**config.mk**
```make
export PLATFORM = sky130hd
export DESIGN_NAME = hkr_queue
export DESIGN_NICKNAME = d
export VERILOG_FILES = /design/src/hdl/hkr_pkg.sv /design/src/hdl/hkr_queue.sv
export SDC_FILE = /design/constraint.sdc
export NUM_CORES = 1
export LEC_CHECK = 0
export BUFFER_PORTS_ARGS = -buffer_cell sky130_fd_sc_hd__buf_4
export CORE_MARGIN = 2
export CORE_UTILIZATION = 48
export DETAILED_ROUTE_END_ITERATION = 8
export PLACE_DENSITY = 0.74
export RECOVER_POWER = 25
export SLEW_MARGIN = 10
export SYNTH_ARGS = -nofsm -noshare
export SYNTH_HDL_FRONTEND = slang
export SYNTH_SLANG_ARGS = --single-unit
```
**constraint.sdc**
```tcl
create_clock -name clk -period 1.05 [get_ports clk]
set_input_delay 0.105 -clock clk [delete_from_list [all_inputs] [get_ports clk]]
set_output_delay 0.105 -clock clk [all_outputs]
set_load 0.05 [all_outputs]
```
**src/hdl/hkr_pkg.sv**
```systemverilog
// Shared constants, types and codes of the k-means reassignment block
package hkr_pkg;
  localparam int MAX_CLUSTERS = 16;
  localparam int MAX_FEATURES = 64;
  localparam int SIZE_BITS    = 24;
  localparam int CL_W         = 4;
  localparam int FI_W         = 6;
  localparam int VAL_W        = 32;
  localparam int SUM_W        = 48;
  localparam int COST_W       = 64;
  localparam int CNT_W        = 24;
  localparam int NC_W         = 5;
  localparam int NF_W         = 7;
  localparam int DIVN_W       = 88;
  localparam int DIVD_W       = 25;
  localparam int DCNT_W       = 7;
  localparam int IN_DATA_W    = 48;
  localparam int OUT_DATA_W   = 232;

  localparam logic REG_CLUSTERS = 1'b0;
  localparam logic REG_FEATURES = 1'b1;

  typedef enum logic [1:0] {
    CMD_INIT     = 2'd0,
    CMD_MOVE     = 2'd1,
    CMD_CLASSIFY = 2'd2,
    CMD_CLEAR    = 2'd3
  } cmd_t;

  typedef struct packed {
    logic             en;
    logic             bank;
    logic [FI_W-1:0]  idx;
    logic [VAL_W-1:0] data;
  } smp_wr_t;

  typedef struct packed {
    cmd_t            cmd;
    logic [CL_W-1:0] label;
    logic            bank;
  } job_t;

  typedef struct packed {
    logic en;
    logic bank;
  } rel_t;

  typedef enum logic [4:0] {
    BK_IDLE,
    BK_ADD_RD,
    BK_ADD_WR,
    BK_ADD_END,
    BK_C_START,
    BK_C_RD,
    BK_C_DIV,
    BK_C_DIVW,
    BK_C_SQ,
    BK_C_ACC,
    BK_C_M0,
    BK_C_M1,
    BK_C_FDIV,
    BK_C_FDIVW,
    BK_C_NEXT,
    BK_C_END,
    BK_EMIT
  } bk_state_t;
endpackage

```
**src/hdl/hkr_queue.sv**
```systemverilog
// Two-entry job queue between the element front end and the back engine
module hkr_queue (
  input  logic          clk,
  input  logic          rst_n,
  input  logic          push,
  input  hkr_pkg::job_t job_in,
  output logic          full,
  input  logic          pop,
  output hkr_pkg::job_t job_out,
  output logic          empty
);
  import hkr_pkg::*;

  job_t       ent_r [2];
  logic       wp_r, rp_r;
  logic [1:0] cnt_r, cnt_nxt;

  assign full    = (cnt_r == 2'd2);
  assign empty   = (cnt_r == 2'd0);
  assign job_out = ent_r[rp_r];

  always_comb begin
    cnt_nxt = cnt_r;
    if (push && !pop) cnt_nxt = cnt_r + 2'd1;
    else if (pop && !push) cnt_nxt = cnt_r - 2'd1;
  end

  always_ff @(posedge clk) begin
    if (push) ent_r[wp_r] <= job_in;
  end

  always_ff @(posedge clk) begin
    if (!rst_n) begin
      wp_r  <= 1'b0;
      rp_r  <= 1'b0;
      cnt_r <= 2'd0;
    end else begin
      wp_r  <= wp_r ^ push;
      rp_r  <= rp_r ^ pop;
      cnt_r <= cnt_nxt;
    end
  end
endmodule

```
# Yosys cells after proc, flatten, opt, wreduce, memory -nomap -nowiden
# Memories as Yosys holds them, arrays and structs flattened. A register that Yosys moved wholly into a read port is not among the register bits.
# Index checks and enable logic that the tools add are counted.
# Widths: inputs -> output; s select.
dict set report word_totals {
  reg_bits 4
  latch_bits 0
  ram_bits 14
  romBits 0
  input_bits 11
  out_inout_bits 9
  elab_cells 20
  mem_count 1
}
# name depth word_bits read_ports rd_ports_with_merged_regs write_ports line_no
set mem_list {}
lappend mem_list {ent_r 2 7 1 1 1 hkr_queue.sv:14} ;# job_t ent_r [2];
dict set report op_classes {
  addsub 2
  n_mul 0
  n_div 0
  order_cmp 0
  n_eq_ne 1
  shifts 0
  n_mux 5
  bitwise 2
  reduce_logical 6
}
# cell n
set op_table {}
lappend op_table {{$mux 2} 2}
lappend op_table {{$mux 1} 3}
lappend op_table {{$add 2x1->2 const B} 1}
lappend op_table {{$eq 2x2->1 const B} 1}
lappend op_table {{$logic_and 1x1->1} 2}
lappend op_table {{$logic_not 1->1} 2}
lappend op_table {{$logic_not 2->1} 1}
lappend op_table {{$reduce_bool 2->1} 1}
lappend op_table {{$sub 2x1->2 const B} 1}
lappend op_table {{$xor 1x1->1} 2}

# Logic depth before layout (Yosys ltp)
dict set report depth {
  ltp_word 4
  ltp_mapped 5
}

# Worst setup path before layout
# OpenSTA, ideal clock, no wires.
dict set report synth_timing {
  path_type {flip-flop to output port}
  from {register cnt_r[0]}
  to {output port empty}
  arrival_time_ns 0.991
  path_slack_ns -0.046
  stages_incl_launch_ff 2
  cell_sequence {dfxtp_1 nor2_1}
}
dict set report synth_between {
  elab_chain_len 1
}
# item line_no
set synth_lines {}
lappend synth_lines {{from (decl)} hkr_queue.sv:16} ;# logic [1:0] cnt_r, cnt_nxt;
lappend synth_lines {{from (signal assigned)} hkr_queue.sv:40} ;# cnt_r <= cnt_nxt;
lappend synth_lines {{$logic_not 2->1} hkr_queue.sv:19} ;# assign empty = (cnt_r == 2'd0);
lappend synth_lines {{to (decl)} hkr_queue.sv:10} ;# output logic empty
# Every way passes these cells.

==> results.toml <==
[global_routing]
grt_overflow = 0
grt_pass1_vias = 523
antenna_found_initial = 0
grt_max_degree = 11
grt_util_all_layers_pct = 16.7
grt_pass1_wl_um = 2180

[sta]
holdWs_ns = 0.0458
relSlewSlack_pct = 89.2
fmax_mhz = 751
period_needed_ns = 1.33
fin_crit_sh_pct = 127
finalSetupViolCount = 10
setup_ws_ns = -0.282
worst_pin_slew_ns = 0.160
fin_tns_setup_ns = -2.11
clock_skew_ns = 0.00332
hold_viol_final = 0
grt_setup_unrepaired = "yes"
slew_violations = 0

[placed_design]
hpwl_um = 923
placed_cells = 87
numPortBuffers = 19
gp_congestion = 0.609
place_area_um2 = 972

[pwr]
ir_worst_vdd_mv = 1.27
comb_power_share_pct = 31.8
net-switching-power_uw = 510
seqPwrFrac_pct = 49.2
p_per_area_nw_per_um2 = 1540
leakagePower_nw = 0.511
internal_power_mw = 1.31
swShare_pct = 28.0
power_frac_clock_pct = 19.0

[routing]
dr.first_iter.drc_count = 11
wl_per_cell_um = 12.7
dr.pass1.iters = 2
viasPerCell = 4.85
via_count = 485
wl_um = 1270
ant_nets = 0
drcViolationCount = 0

[finish]
syn_to_final_growth_pct = 61.5
fill_cells = 77
ff_latch_area_um2 = 524
utilization_pct = 80.4
multi_input_area_um2 = 233
final_nets = 99
fin_cells = 100
num_antenna_cells = 0
final_area_um2 = 1180
layout-drive-gt1-share_pct = 53.6

[yosys]
synthCells = 44
synth_nets = 58
synth_top_family_by_area = "multiplexers"
ys_seq_area_share_pct = 71.1
synth_compound_area_share_pct = 1.71
synth_xor_area_share_pct = 3.59
yosys.cell_types.count = 15
synth-simple-area-share_pct = 5.98
synth_area_per_cell_um2 = 16.6
syn_area_um2 = 732
muxShareOfSynthArea_pct = 10.8
ys_seq_elements = 19
ys_warn_count = 0
synth_fa_ha_area_share_pct = 5.13

[setup_path]
r2r-start = "cnt_r[0]$_SDFFE_PN0P_"
end_kind = "output pin"
cp_max_fo = 7
ff2ff_setup_slack_ns = -0.08
ff2ff_path_depth = 4
worst_setup_path_start_kind = "register"
critPathArrivalTime_ns = 1.23
path_class = "register to output pin"
required_ns = 0.94
critPathCapture = "job_out[1]"
reg2reg_to = "cnt_r[1]$_SDFFE_PN0P_"

[outcome]
violations = "setup timing"
outcome = "complete, but fails checks"

[cts]
cts_htree_levels = 1
clock_latency_ns = 0.28
cts_root_buf = "clkbuf_4"
clock_path_buffers = 2
cts_buffers = 3
path_clk_slew_ns = 0.10
cts_tree = "done"
cts.sink_count = 19

[flow_run]
cap_violations = 0

[floorplanning]
start_util_pct = 49.7
die_y_um = 43.1
die-width_um = 43.1
die_area_um2 = 1850
core_um2 = 1470
rows = 14
ios = 20

[min_path]
hp-class = "input port to register"
## registers in the layout (all words and copies together) (netlist names), named ones only
register,count
cnt_r,2
ent_r,14
rp_r,1
wp_r,1
## stage by stage
stage                     worst slack, ns  power (mW)
after floorplan                    0.0364        1.18
after global placement            -0.0326        1.35
after detailed placement          -0.0465        1.36
after CTS                          -0.293        1.84
after global routing               -0.319        1.91
final                              -0.282        1.83
## cells in the mapped netlist
master / number / share of area, %
dfxtp_1: 5 / 14
edfxtp_1: 14 / 57
xor2_1: 2 / 2.4
nor2_1: 1 / 0.51
a21boi_1: 1 / 1.0
nor2b_1: 1 / 0.86
o21ai_0: 1 / 0.68
xnor2_1: 1 / 1.2
inv_1: 2 / 1.0
ha_1: 3 / 5.1
buf_2: 1 / 0.68
and2b_2: 1 / 1.2
mux2_2: 7 / 11
or3_1: 1 / 0.86
and2_1: 3 / 2.6
## metal layers
metal / up-vias / wire length [um] / share of wire [%] / GRT usage, %
met5: - / 0 / 0 / 0
met4: 0 / 6 / 0.47 / 7.27
met3: 2 / 38 / 3.0 / 2.55
met2: 10 / 729 / 57 / 32.4
met1: 235 / 498 / 39 / 17.4
li1: 238 / - / - / -
## placed cells by master, fill, tap and decap left out, types with 3 or more instances in the layout
master          n
buf_4          15
edfxtp_1       14
mux2_4          7
clkbuf_4        7
dlygate4sd3_1   7
buf_8           7
and2_1          3
ha_1            3
dfxtp_2         3
buf_6           3
## worst min-delay path by stage
stage / slack (ns) / end / cells past startpoint / start
2_1_floorplan: 0.20 / ent_r[0][0]$_DFFE_PP_ / 0 / job_in[0]
3_3_place_gp: 0.29 / ent_r[0][4]$_DFFE_PP_ / 1 / job_in[4]
3_5_place_dp: 0.29 / ent_r[0][6]$_DFFE_PP_ / 1 / job_in[6]
4_1_cts: 0.05 / cnt_r[0]$_SDFFE_PN0P_ / 2 / rst_n
5_1_grt: 0.05 / cnt_r[0]$_SDFFE_PN0P_ / 2 / rst_n
6_report: 0.05 / cnt_r[0]$_SDFFE_PN0P_ / 2 / rst_n
## logic make-up (layout without fill, tap and decap cells)
group | Yosys count | after routing
compound gates | 2 | 2
xor+xnor | 3 | 3
fa+ha+maj | 3 | 3
buf+inv | 3 | 43
flops | 19 | 19
mux | 7 | 7
simple gates | 7 | 7
## worst max-delay path: stages (launching register included)
cell,delay [ns]
dfxtp_2,0.35
buf_12,0.13
mux2_4,0.31
buf_8,0.15
## power by group through the flow
stage          combinational (mW)  clock [mW]  sequential (mW)
2_1_floorplan               0.280           0            0.902
3_3_place_gp                0.440           0            0.905
3_5_place_dp                0.447           0            0.910
4_1_cts                     0.583       0.356            0.899
5_1_grt                     0.613       0.394            0.905
6_report                    0.580       0.347            0.898
## cell type report
class                      count  area share [%]
inverter                       2           0.635
clock buffer                   4            2.22
timing repair buffer          37            31.4
multi-input combinational     22            19.7
sequential                    19            44.3
tap                           16            1.69
## what timing repair did
action,CTS,global route
endpoints found under the hold margin,14,0
hold buffers,7,0
resized for setup,28,0
pin swaps,2,0
setup endpoints to repair,9,10
setup buffers,2,0
(Power assumes the default switching activity.)
