## config.mk

```make
export PLATFORM = sky130hd
export DESIGN_NAME = hkr_front
export DESIGN_NICKNAME = d
export VERILOG_FILES = /design/src/hdl/hkr_pkg.sv /design/src/hdl/hkr_front.sv
export SDC_FILE = /design/constraint.sdc
export NUM_CORES = 1
export LEC_CHECK = 0
export BUFFER_PORTS_ARGS = -buffer_cell sky130_fd_sc_hd__clkbuf_2
export CORE_MARGIN = 2
export CORE_UTILIZATION = 25
export CTS_BUF_LIST = sky130_fd_sc_hd__clkbuf_4
export DETAILED_ROUTE_END_ITERATION = 10
export PLACE_DENSITY = 0.79
export SYNTH_ARGS = -nofsm -noshare
export SYNTH_HDL_FRONTEND = slang
export SYNTH_SLANG_ARGS = --single-unit
```

## constraint.sdc

```tcl
create_clock -name clk -period 1.3 [get_ports clk]
set_clock_uncertainty 0.1 [all_clocks]
set_input_delay 0.13 -clock clk [delete_from_list [all_inputs] [get_ports clk]]
set_output_delay 0.13 -clock clk [all_outputs]
set_load 0.01 [all_outputs]
```

## src/hdl/hkr_pkg.sv

```systemverilog
// Shared constants, types and codes of the k-means reassignment block
package hkr_pkg;
  localparam int MAX_CLUSTERS = 16;
  localparam int MAX_FEATURES = 64;
  localparam int SIZE_BITS    = 24;
  localparam int CL_W         = 4;
  localparam int FI_W         = 6;
  localparam int VAL_W        = 32;
  localparam int SUM_W        = 48;
  localparam int COST_W       = 64;
  localparam int CNT_W        = 24;
  localparam int NC_W         = 5;
  localparam int NF_W         = 7;
  localparam int DIVN_W       = 88;
  localparam int DIVD_W       = 25;
  localparam int DCNT_W       = 7;
  localparam int IN_DATA_W    = 48;
  localparam int OUT_DATA_W   = 232;

  localparam logic REG_CLUSTERS = 1'b0;
  localparam logic REG_FEATURES = 1'b1;

  typedef enum logic [1:0] {
    CMD_INIT     = 2'd0,
    CMD_MOVE     = 2'd1,
    CMD_CLASSIFY = 2'd2,
    CMD_CLEAR    = 2'd3
  } cmd_t;

  typedef struct packed {
    logic             en;
    logic             bank;
    logic [FI_W-1:0]  idx;
    logic [VAL_W-1:0] data;
  } smp_wr_t;

  typedef struct packed {
    cmd_t            cmd;
    logic [CL_W-1:0] label;
    logic            bank;
  } job_t;

  typedef struct packed {
    logic en;
    logic bank;
  } rel_t;

  typedef enum logic [4:0] {
    BK_IDLE,
    BK_ADD_RD,
    BK_ADD_WR,
    BK_ADD_END,
    BK_C_START,
    BK_C_RD,
    BK_C_DIV,
    BK_C_DIVW,
    BK_C_SQ,
    BK_C_ACC,
    BK_C_M0,
    BK_C_M1,
    BK_C_FDIV,
    BK_C_FDIVW,
    BK_C_NEXT,
    BK_C_END,
    BK_EMIT
  } bk_state_t;
endpackage

```

## src/hdl/hkr_front.sv

```systemverilog
// Element front end: buffer writes, bank selection and job hand-off
module hkr_front (
  input  logic                           clk,
  input  logic                           rst_n,
  input  logic                           in_tvalid,
  output logic                           in_tready,
  input  logic [hkr_pkg::IN_DATA_W-1:0]  in_tdata,
  input  logic [1:0]                     in_tuser,
  input  logic                           in_tlast,
  input  logic [hkr_pkg::NF_W-1:0]       nf,
  input  logic                           q_full,
  output logic                           q_push,
  output hkr_pkg::job_t                  q_job,
  output hkr_pkg::smp_wr_t               smp_wr,
  input  hkr_pkg::rel_t                  rel
);
  import hkr_pkg::*;

  logic             fill_r, fill_nxt;
  logic [1:0]       busy_r, busy_nxt;
  logic             xfer;
  logic [CL_W-1:0]  lab;
  logic [FI_W-1:0]  fi;
  logic [VAL_W-1:0] val;

  assign lab       = in_tdata[3:0];
  assign fi        = in_tdata[9:4];
  assign val       = in_tdata[41:10];
  assign in_tready = !busy_r[fill_r] && !q_full;
  assign xfer      = in_tvalid && in_tready;

  always_comb begin
    smp_wr.en    = xfer && ({1'b0, fi} < nf);
    smp_wr.bank  = fill_r;
    smp_wr.idx   = fi;
    smp_wr.data  = val;
    q_push       = xfer && in_tlast;
    q_job.cmd    = cmd_t'(in_tuser);
    q_job.label  = lab;
    q_job.bank   = fill_r;
    busy_nxt     = busy_r;
    fill_nxt     = fill_r;
    if (rel.en) busy_nxt[rel.bank] = 1'b0;
    if (q_push) begin
      busy_nxt[fill_r] = 1'b1;
      fill_nxt         = ~fill_r;
    end
  end

  always_ff @(posedge clk) begin
    if (!rst_n) begin
      fill_r <= 1'b0;
      busy_r <= 2'b00;
    end else begin
      fill_r <= fill_nxt;
      busy_r <= busy_nxt;
    end
  end
endmodule

```

== After elaboration in Yosys (flattened, before gate mapping) ==
Index checks and enable logic that the tools add are counted.

* RAM bits: 0
* Latch bits: 0
* Output and inout bits: 49
* Memories: 0
* Input bits: 64
* Bits in read-only memories: 0
* Bits in registers: 3
* Logic and storage cells: 27

* Divide/modulo/power cells: 0
* $mul: 0
* Bitwise logic cells: 4
* Equality and inequality tests: 0
* Shifts and indexed selects: 0
* Reduce and logical (&&, ||, !) cells: 8
* Mux-type cells: 8
* Add/subtract/negate cells: 0
* Order comparisons: 5

{| class="wikitable"
|+ Operator list
! kind !! number
|-
| 6-bit by 7-bit < comparator with 1-bit output || 1
|-
| 1-bit logical AND || 6
|-
| 1-bit by 2-bit < comparator with 1-bit output, second input constant || 2
|-
| 1-bit 2-to-1 mux || 4
|-
| 2-bit 2-to-1 mux || 2
|-
| 2-bit AND || 1
|-
| 1-bit demux with 1-bit select || 2
|-
| 1-bit >= comparator, second input constant || 2
|-
| 1-bit logical NOT || 2
|-
| 2-bit inverter || 1
|-
| 2-bit OR || 1
|-
| 1-bit inverter || 1
|}

== Longest topological paths before layout ==
Gate-level depths: netlist of the first run.

* Depth after elaboration: 9
* Depth in mapped cells: 5
* Depth with buffers taken out: 5

== Worst setup path after synthesis of the first run ==
Ideal clock, no wire load.

* Path kind: register to output
* From: register fill_r
* To: output smp_wr[39] in the netlist's numbering
* Arrival: 1086 ps
* Path buffers: 0
* Stages on the path, launching flop included: 4
* Required time: 1070 ps
* Setup slack: -16 ps
* Cell sequence: dfxtp_1 mux2_4 nor3b_1 o211a_1

{| class="wikitable"
|+ RTL lines
! what !! RTL line !! text
|-
| start: declaration || hkr_front.sv:19 || <nowiki>logic fill_r, fill_nxt;</nowiki>
|-
| start signal: assignment || hkr_front.sv:55 || <nowiki>fill_r <= fill_nxt;</nowiki>
|-
| end: declaration || hkr_front.sv:14 || <nowiki>output hkr_pkg::smp_wr_t smp_wr,</nowiki>
|}

==> run summary, run 1 <==
The post-synth net total came out at 152. The worst-path maximum fanout is 2. In this run the most used layer during global routing was met2.

STA classifies the critical path startpoint as a register. Setup repair after global routing could not meet its margin everywhere. The maximum ir drop on the vdd rail is 224 uV.

The proportion of netlist area held by the largest area contributor is 0.538. Sorting the synthesized cells by how often they occur yields 46 x buf_4, 6 x inv_1, 5 x ha_1, 4 x nor2_1. The most used flip-flop cell after synthesis is dfxtp_1. The startpoint of the tightest hold check path is rst_n. For the worst flop-to-flop path, the logic depth is 3. The number of rows in the core area is 18. The root buffer cell chosen for the clock tree is clkbuf_4. Clock latency on the worst-skew pair, taken at its later pin, is 0.23 ns.

The routing usage on met2 came out at 0.139. The run finished, with violations left. The area growth from synthesis to layout is -7.21%. The vertical die dimension came out at 54.7 microns. The weighted congestion reported at the end of routability-driven placement came out at 0.591. The met1 track demand over resource in global routing came out at 0.0585. The worst hold path terminates at busy_r[1]. The setup violation total in the final timing report came out at 3.

The hold path depth came out at 3. Using the TritonRoute via totals, the vias-per-cell ratio works out to 4.27. For this configuration, the core starts out at a cell density of 0.261. The post-route fraction of the period consumed by the critical path is 1.20. The endpoint of the worst register-to-register path is busy_r[0].

The global router's overall resource usage came out at 0.0773. The final routed wirelength across all metal layers is 1290 microns. Counting along the longest clock path gives a buffer depth of 2. The pin count of the biggest net entering global routing came out at 6. A synthesized cell averages 7.73 sq um. The detailed-routing iteration count for the pre-antenna-repair pass came out at 2. The number of synthesis warnings is 0. The kind of end point of the critical path is an output port. The DRC marker count from the first detailed-route iteration is 1. The number of standard cells after synthesis came out at 83. The total power divided by cell area is 690 nW/um^2. The tool flagged a number of max-cap violations equal to 0. The remaining routing DRC violations came out at 0. After the last flow step, the layout net total stands at 146. The worst hold path belongs to the class in -> reg.

The count of input and output buffers is 30. Counting flops with an async set or reset pin after synthesis yields a share of 0. The total number of clock tree sinks came out at 3.

The critical path arrival came out at 1.33 ns. The area of the die came out at 2990 sq um. The total overflow reported by the global router is 0. The number of hold violations in the final report is 0. The fmax is 0.642 GHz.

The launching point of the worst reg2reg path is fill_r. The number of max-slew violations in the final report was 0. Dividing the detail-routed wire length by the instance count gives 12.2 microns.

The number of nets still failing antenna checks after routing is 0. The post-route minimum period is 1.56 ns. The core area came out at 2450 sq um.

For met3 alone, demand over resource in global routing was 0.0546. In this run the tightest slew margin relative to its limit is 0.870. The leakage dissipation came out at 0.000335 uW.

The number of antenna repair diodes came out at 0. The flip-flop and latch count after synthesis is 3. The first global-routing pass estimated 1610 microns of wire. Yosys instantiated no cell more often than buf_4.

Yosys attributes the largest share of cell area to buf_4 54%, ha_1 9.7%, dfxtp_1 9.4%. The synthesized design contains 0 enable-type register cells. The number of CTS-inserted buffers came out at 3. TritonCTS built the clock tree. The number of distinct library cells after synthesis came out at 19. The via count of the first global-routing pass is 373.

The pre-CTS worst setup slack is -0.132 ns. The checks that failed: negative setup slack. The data required time at the worst endpoint is 1.07 ns. The clock-pin slew on the worst setup and hold paths came out at 0.03 ns. Once layout is complete, the utilization of the core stands at 0.243.

The total number of vias came out at 453. The worst hold slack came out at 0.0383 ns. The die width is 54.7 microns. By startpoint and endpoint, the worst setup path is classified as reg -> out.

The number of levels the H-tree was split into is 1. The fraction of layout instances using a drive strength above 1 is 0.579. The sequential fraction of the synthesis area is 0.0936. The synthesized area is 642 sq um. The actual transition at the worst max-transition pin is 0.193 ns. buf_4 takes more of the synthesized area than any other cell. The setup slack of the worst register-to-register path is 0.15 ns. The number of buffers inserted for hold repair after clock tree synthesis is 0. In the post-route analysis, the smallest setup slack over all paths is -0.256 ns. The I/O pin count came out at 113. The initial antenna violation count is 0.
[per-layer routing]
layer / routed length (microns) / share of wire / up-vias
met5: 0 / 0 / -
met2: 648 / 0.50 / 46
met4: 34 / 0.026 / 0
met1: 370 / 0.29 / 190
met3: 235 / 0.18 / 6
li1: - / - / 211
[logic make-up after synthesis]
kind of cell | share of synthesized area
muxes | 0.0234
AOI/OAI and AO/OA | 0.0955
adders and majority gates | 0.0975
and+or+nand+nor | 0.117
buffers and inverters | 0.573
DFF | 0.0936
[repair_timing]
item                                    in CTS  in global routing
gates resized for setup                      3                 10
endpoints found under the setup margin       3                  3
gates cloned                                 0                  0
setup buffers                                1                  1
pin swaps                                    2                  2
[how the worst max path moves through the flow]
stage	startpoint	endpoint	slack [ns]	depth (start not counted)
6_report	fill_r	smp_wr[39]	-0.26	4
3_5_place_dp	nf[4]	smp_wr[39]	-0.13	7
5_1_grt	fill_r	smp_wr[39]	-0.33	4
3_3_place_gp	fill_r	smp_wr[39]	-0.13	4
2_1_floorplan	fill_r	smp_wr[39]	0.03	3
4_1_cts	fill_r	smp_wr[39]	-0.28	4
[cell type report]
cell class                 instances  area (sq um)
sequential                         3          61.3
clock buffer                       4          30.0
tap                               30          37.5
fill                             280          1860
multi-input combinational         28           240
inverter                           6          22.5
timing repair buffer              35           204
[worst max-delay path: stages (launching register included)]
cell	delay [ns]
dfxtp_2	0.32
mux2_4	0.32
nor3b_4	0.18
o211a_1	0.16
buf_2	0.12
[placed cells by master (no fill, tap or decap)]
master,instances
nor3b_4,1
o211a_1,1
buf_2,1
nand3_1,1
clkbuf_2,27
and4b_1,1
dfxtp_1,2
dfxtp_2,1
clkbuf_4,4
or3_1,2
buf_6,3
a21boi_1,2
nand3b_1,1
mux2_4,1
buf_4,4
nor2_4,2
o21ai_0,3
inv_1,6
nand2_1,1
a211oi_1,2
ha_1,5
a31oi_1,1
nor2_1,2
and2b_1,1
nand2b_1,1
[through the flow]
stage / instance area [sq um] / std cells / TNS [ns] / total power, uW
global placement: 515 / 101 / -0.132 / 218
detailed placement: 515 / 101 / -0.132 / 218
CTS: 564 / 106 / -0.767 / 412
global route: 596 / 106 / -0.900 / 447
finish: 596 / 106 / -0.728 / 411
floorplan: 643 / 83 / 0 / 289
[registers in the layout (all words and copies together) (netlist names)]
name    cells
busy_r      2
fill_r      1
[power by group]
part	switching, uW	total, uW	internal [uW]
combinational	59.4	134	74.2
clock	43.3	179	135
sequential	2.17	98.6	96.4
Power figures use the tool's default switching activity.
==> run 2: changes to the inputs <==
--- a/config.mk
+++ b/config.mk
@@ -10,7 +10,9 @@
 export CORE_UTILIZATION = 25
 export CTS_BUF_LIST = sky130_fd_sc_hd__clkbuf_4
 export DETAILED_ROUTE_END_ITERATION = 10
+export MAX_ROUTING_LAYER = met4
 export PLACE_DENSITY = 0.79
+export SETUP_SLACK_MARGIN = 0.1
 export SYNTH_ARGS = -nofsm -noshare
 export SYNTH_HDL_FRONTEND = slang
 export SYNTH_SLANG_ARGS = --single-unit
==> constraint.sdc (replaced) <==
create_clock -name clk -period 1.3 [get_ports clk]
set_clock_uncertainty 0.1 [all_clocks]
set_input_delay 0.13 -clock clk [delete_from_list [all_inputs] [get_ports clk]]
set_output_delay 0.13 -clock clk [all_outputs]
set_load 0.05 [all_outputs]
==> run summary, run 2 (synthesized netlist as in run 1, its figures left out) <==
The fraction of layout instances using a drive strength above 1 is 0.610. The number of buffers inserted for hold repair after clock tree synthesis came out at 0. The delay of the slowest cell on the worst path came out at 0.32 ns. The remaining routing DRC violations came out at 0. The clock tree buffer depth came out at 2.

The pin count of the biggest net entering global routing came out at 6. The post-route setup TNS is -0.843 ns. For this block, the initial DRC count from the detailed router was 3. The final worst-path setup slack is -0.308 ns. The die covers 2990 sq um.

Of the total power, the clock network draws 0.373. The die is 54.7 microns wide. The detailed-routing iteration count for the pre-antenna-repair pass is 2. The kind of end point of the critical path is an output port. The slowest stage of the critical path belongs to the cell dfxtp_2. In the global route stage, overall resource usage came out at 0.0736. The number of rows in the core area is 18. Of the total power, the share spent switching nets is 0.343. The starting density of the core is 0.261. The number of antenna diodes in the final layout is 0. Dividing total power by cell area gives a power density of 766 nW/um^2.

Summed over all layers, the routed wires come to 1120 microns. The number of levels the H-tree was split into is 1. The total overflow reported by the global router came out at 0. Leaving out fill and tap cells, the most frequent cells in the layout are 25 x clkbuf_2, 6 x inv_1, 5 x ha_1, 5 x buf_4, 4 x clkbuf_4.

The HPWL reported at the end of detailed placement came out at 987 microns. The initial antenna violation count is 0. The total number of clock tree sinks came out at 3. STA classifies the critical path startpoint as a register. Setup repair after global routing could not meet its margin everywhere. The number of max-slew violations in the final report came out at 0.

The internal power summed over all cells came out at 323 uW. The checks that failed: negative setup slack. The global-route wire length before repair is 1500 microns. The number of hold violations in the final report is 0.

The total number of vias is 454. After the last flow step, the layout net total stands at 147. The worst-path maximum fanout came out at 2. Ranked by flip-flop count, first place goes to busy_r. The tool flagged a number of max-cap violations equal to 0. The area growth from synthesis to layout is 0%. The critical path arrival came out at 1.38 ns.

The critical path goes through mux2_4 -> nor3b_2 -> o211a_4 -> clkbuf_16. The congestion estimate from routability-driven global placement came to 0.673. The run finished, with violations left. Setup violations remaining at the end of the flow were counted as 3. The layout has 267 filler cells. The worst setup path is of the reg -> out kind. The headroom to the max-slew limit came out at 0.816. The worst-skew pair later-pin latency came out at 0.23 ns. The I/O pin count is 113.

Input and output buffers added on the ports amount to 30. Broken down by cell family, the worst path's largest delay share belongs to flip-flops. The post-route minimum period came out at 1.61 ns. The via count of the first global-routing pass came to 364. The count of buffering cells on the critical path with inverters included came out at 1. The data required time at the worst endpoint came out at 1.07 ns. The clock root buffer is clkbuf_4. The vertical die dimension came out at 54.7 microns. In the final layout, the registers with the most flip-flops are busy_r: 2 flops, fill_r: 1 flops. The flip-flop count of the largest register, all copies and words added came out at 2. For this design the total switching power over the nets is 169 uW. The cell count after placement is 102. The fmax came out at 0.622 GHz. The number of CTS-inserted buffers came out at 3. Leaving out filler cells and counting taps, the final layout contains 107. The part of the total power dissipated in combinational logic came out at 0.427.

The library cell used most frequently in the layout, excluding fill and tap cells, is clkbuf_2. The leakage dissipation is 0.000348 uW. The actual transition at the worst max-transition pin is 0.277 ns. In this run the standard cell core region covers 2450 sq um. The tightest min-delay check is of the in -> reg type. In this run the remaining antenna-violating nets after routing total 0. The TritonCTS clock tree is done. The per-cell routed wire length is 10.5 microns. The maximum ir drop on the vdd rail came out at 575 uV. The part of the power in registers came out at 0.200.

Of the available clock period, the critical path in the final layout requires 1.24. Clock-pin slew was measured on the worst setup and hold paths at 0.04 ns. The via count normalized by instance count is 4.24.
-- run 2: worst paths after layout --
check	depth (start not counted)	slack [ns]	endpoint	start
hold reg to reg	3	0.50	busy_r[1]	busy_r[1]
setup / recovery	4	-0.31	smp_wr[39]	fill_r
setup reg to reg	3	0.15	fill_r	fill_r
hold / removal	3	0.03	busy_r[1]	rst_n
-- run 2: timing repair --
| action | CTS | global route |
|---|---|---|
| endpoints found under the hold margin | 0 | 0 |
| gates resized for setup | 8 | 4 |
| setup buffers | 1 | 0 |
| pin swaps | 1 | 2 |
| setup endpoints to repair | 3 | 6 |
-- run 2: worst min-delay path: stages --
cell and delay (ns):
clkbuf_2 0.10, nand2_1 0.05, nor2_1 0.03
-- run 2: metrics by stage --
stage | power, uW | hold WS, ns | setup slack, ns | area (sq um) | util
finish | 492 | 0.0279 | -0.308 | 642 | 0.261
detailed placement | 292 | 0.160 | -0.252 | 556 | 0.226
floorplan | 549 | 0.144 | -0.0345 | 661 | -
global placement | 291 | 0.160 | -0.248 | 556 | 0.226
CTS | 498 | 0.0248 | -0.319 | 636 | 0.259
global route | 526 | 0.0375 | -0.355 | 642 | 0.261
-- run 2: routing by layer --
metal,part of all wire,vias up,GRT usage
met5,0,-,-
met4,0.072,0,0.0875
met3,0.16,14,0.0410
met2,0.43,38,0.0972
met1,0.34,190,0.0682
li1,-,212,-
-- run 2: final cells by class --
| class | count | area (sq um) | area share |
|---|---|---|---|
| repair buffers | 36 | 244 | 0.380 |
| well taps | 30 | 37.5 | 0.0585 |
| inverters | 6 | 22.5 | 0.0351 |
| multi-input cells | 28 | 246 | 0.384 |
| flip-flops and latches | 3 | 61.3 | 0.0955 |
| clock buffers | 4 | 30.0 | 0.0468 |
-- run 2: power by group through the flow --
stage | clock, uW | combinational [uW] | sequential [uW]
after floorplan | 0 | 448 | 101
after global placement | 0 | 191 | 99.8
after detailed placement | 0 | 192 | 100
after CTS | 190 | 210 | 98.6
after global routing | 200 | 227 | 98.7
final | 184 | 210 | 98.4
==> run 3: changes to the inputs <==
==> constraint.sdc (replaced) <==
create_clock -name clk -period 1.3 [get_ports clk]
set_clock_uncertainty 0.1 [all_clocks]
set_input_delay 0.13 -clock clk [delete_from_list [all_inputs] [get_ports clk]]
set_output_delay 0.13 -clock clk [all_outputs]
set_load 0.005 [all_outputs]
==> run summary, run 3 (synthesized netlist as in run 1, its figures left out) <==
The count of cells in the finished layout, fillers not included, comes to 105. The total number of clock tree sinks came out at 3. Of all nets on the critical path, the largest fanout is 2. The number of levels the H-tree was split into is 1.

The part of the power in registers came out at 0.249. The leakage dissipation came out at 0.000327 uW. The number of nets still failing antenna checks after routing came out at 0. The largest registers in the layout are busy_r: 2 flops, fill_r: 1 flops. The post-route setup TNS came out at -0.659 ns. The count of input and output buffers came out at 30. The headroom to the max-slew limit is 0.874. Derived from the worst setup path, the maximum achievable clock frequency is 0.651 GHz. The part of the total power dissipated in combinational logic is 0.298. The vertical die dimension came out at 54.7 microns. The congestion estimate from routability-driven global placement came to 0.576.

The critical path arrival came out at 1.31 ns. The per-cell routed wire length came out at 13.5 microns. Buffers inserted to repair hold after CTS numbered 0.

CTS placed an instance of clkbuf_4 at the clock tree root. The number of hold violations in the final report came out at 0. The internal power summed over all cells is 300 uW.

After the last flow step, the layout net total stands at 145. The post-route minimum period came out at 1.54 ns. The actual transition at the worst max-transition pin is 0.188 ns. After detailed routing, the number of remaining DRC violations is 0.

The tightest min-delay check is of the in -> reg type. The startpoint identified for the worst register-to-register timing path is fill_r. The share of the core filled with cells came out at 0.232.

The via count of the first global-routing pass is 335. The number of max-slew violations in the final report came out at 0. The run finished, with violations left. The total power divided by cell area came out at 696 nW/um^2.

The flip-flop count of the largest register, all copies and words added came out at 2. The kind of end point of the critical path is an output port. The first global-routing pass estimated 1660 microns of wire. The HPWL reported at the end of detailed placement came out at 1260 microns. The detailed-routing iteration count for the pre-antenna-repair pass is 2.

The area growth from synthesis to layout is -11.1%. The number of CTS-inserted buffers came out at 3. Leaving out fill and tap cells, the most frequent cell in the layout is clkbuf_2. The via count normalized by instance count is 4.20. The initial antenna violation count is 0.

In the global route stage, overall resource usage came out at 0.0870. The setup violation total in the final timing report is 3. The cell count after placement is 100. The detailed router finished its first iteration with 2 violations. The worst hold path begins at rst_n. The final reports fail on negative setup slack. The number of rows in the core area is 18. The capture endpoint of the worst hold path is busy_r[1]. The final routed wirelength across all metal layers is 1420 microns. Setup repair after global routing could not meet its margin everywhere. The number of antenna diodes in the final layout is 0. TritonCTS built the clock tree.

The I/O pin count came out at 113. The total overflow reported by the global router came out at 0. The floorplan step set the die width to 54.7 microns. The setup slack of the worst register-to-register path is 0.17 ns. Across the VDD grid, the largest voltage drop is 187 uV. Clock-pin slew was measured on the worst setup and hold paths at 0.03 ns.

The register with the most flip-flops in the final layout is busy_r. The pin count of the biggest net entering global routing is 6. The proportion of power drawn by the clock network is 0.453. In the final layout, the share of cells above drive strength 1 is 0.587.

The final worst-path setup slack came out at -0.236 ns. The number of cells on the worst reg-to-reg path is 3. The worst setup path is of the reg -> out kind.

In this run the critical register-to-register path is captured at fill_r. For this configuration, the core starts out at a cell density of 0.261. In this run the power spent charging and discharging nets is 96.9 uW. In the layout the commonest cells are 27 x clkbuf_2, 6 x inv_1, 5 x ha_1. Counting instances, the worst hold path has a depth of 3. STA classifies the critical path startpoint as a register. Of the available clock period, the critical path in the final layout requires 1.18. STA puts the critical path data required time at 1.07 ns. Hold timing on the final database bottoms out at a slack of 0.0374 ns. The core area is 2450 sq um. The total number of vias is 441. The clock tree buffer depth came out at 2. The area of the die came out at 2990 sq um.

The proportion of total power due to net switching came out at 0.244. The worst-skew pair later-pin latency is 0.23 ns. The number of maximum-capacitance violations came out at 0.
## run 3: changes by cell type in the layout (fill, tap and decap cells not counted), moves of 2 or more
cell	delta
nor2_2	+2
buf_4	-2
nor2_4	-2
clkbuf_2	+2
## run 3: critical path, stage by stage, from the launching register on
cell and delay, ns:
dfxtp_2 0.32, mux2_4 0.31, nor3b_4 0.18, o211a_1 0.16, buf_2 0.10
## run 3: cell type report
class	instances	area (sq um)
clock buffer	4	30.0
fill	280	1880
inverter	6	22.5
multi-input combinational	28	235
sequential	3	61.3
tap	30	37.5
timing repair buffer	34	184
## run 3: through the flow
step	area [sq um]	setup WS [ns]	power [uW]
floorplan	648	0.112	257
global placement	513	-0.105	209
detailed placement	513	-0.108	211
CTS	557	-0.253	404
global route	571	-0.307	435
finish	571	-0.236	397
## run 3: per-layer routing
| metal | routed length [microns] | global-route usage |
|---|---|---|
| met3 | 240 | 0.0519 |
| met2 | 743 | 0.145 |
| met5 | 0 | - |
| met4 | 42 | 0.0792 |
| met1 | 390 | 0.0635 |
## run 3: power groups by stage
stage                     combinational, uW  clock [uW]  sequential, uW
after detailed placement                111           0             100
after global routing                    134         201            99.0
after floorplan                         157           0             101
final                                   118         180            98.9
after CTS                               115         190            98.7
after global placement                  109           0            99.9
## run 3: what timing repair did
action	CTS	global route
pin swaps	0	1
hold endpoints to repair	0	0
setup endpoints to repair	3	4
resized for setup	2	6
setup buffers	1	0
## run 3: how the worst max path moves through the flow
stage	from	endpoint	slack [ns]	depth (start not counted)
after floorplan	fill_r	smp_wr[39]	0.11	3
after global placement	nf[4]	smp_wr[39]	-0.10	7
after detailed placement	nf[4]	smp_wr[39]	-0.11	7
after CTS	fill_r	smp_wr[39]	-0.25	4
after global routing	fill_r	smp_wr[39]	-0.31	4
final	fill_r	smp_wr[39]	-0.24	4
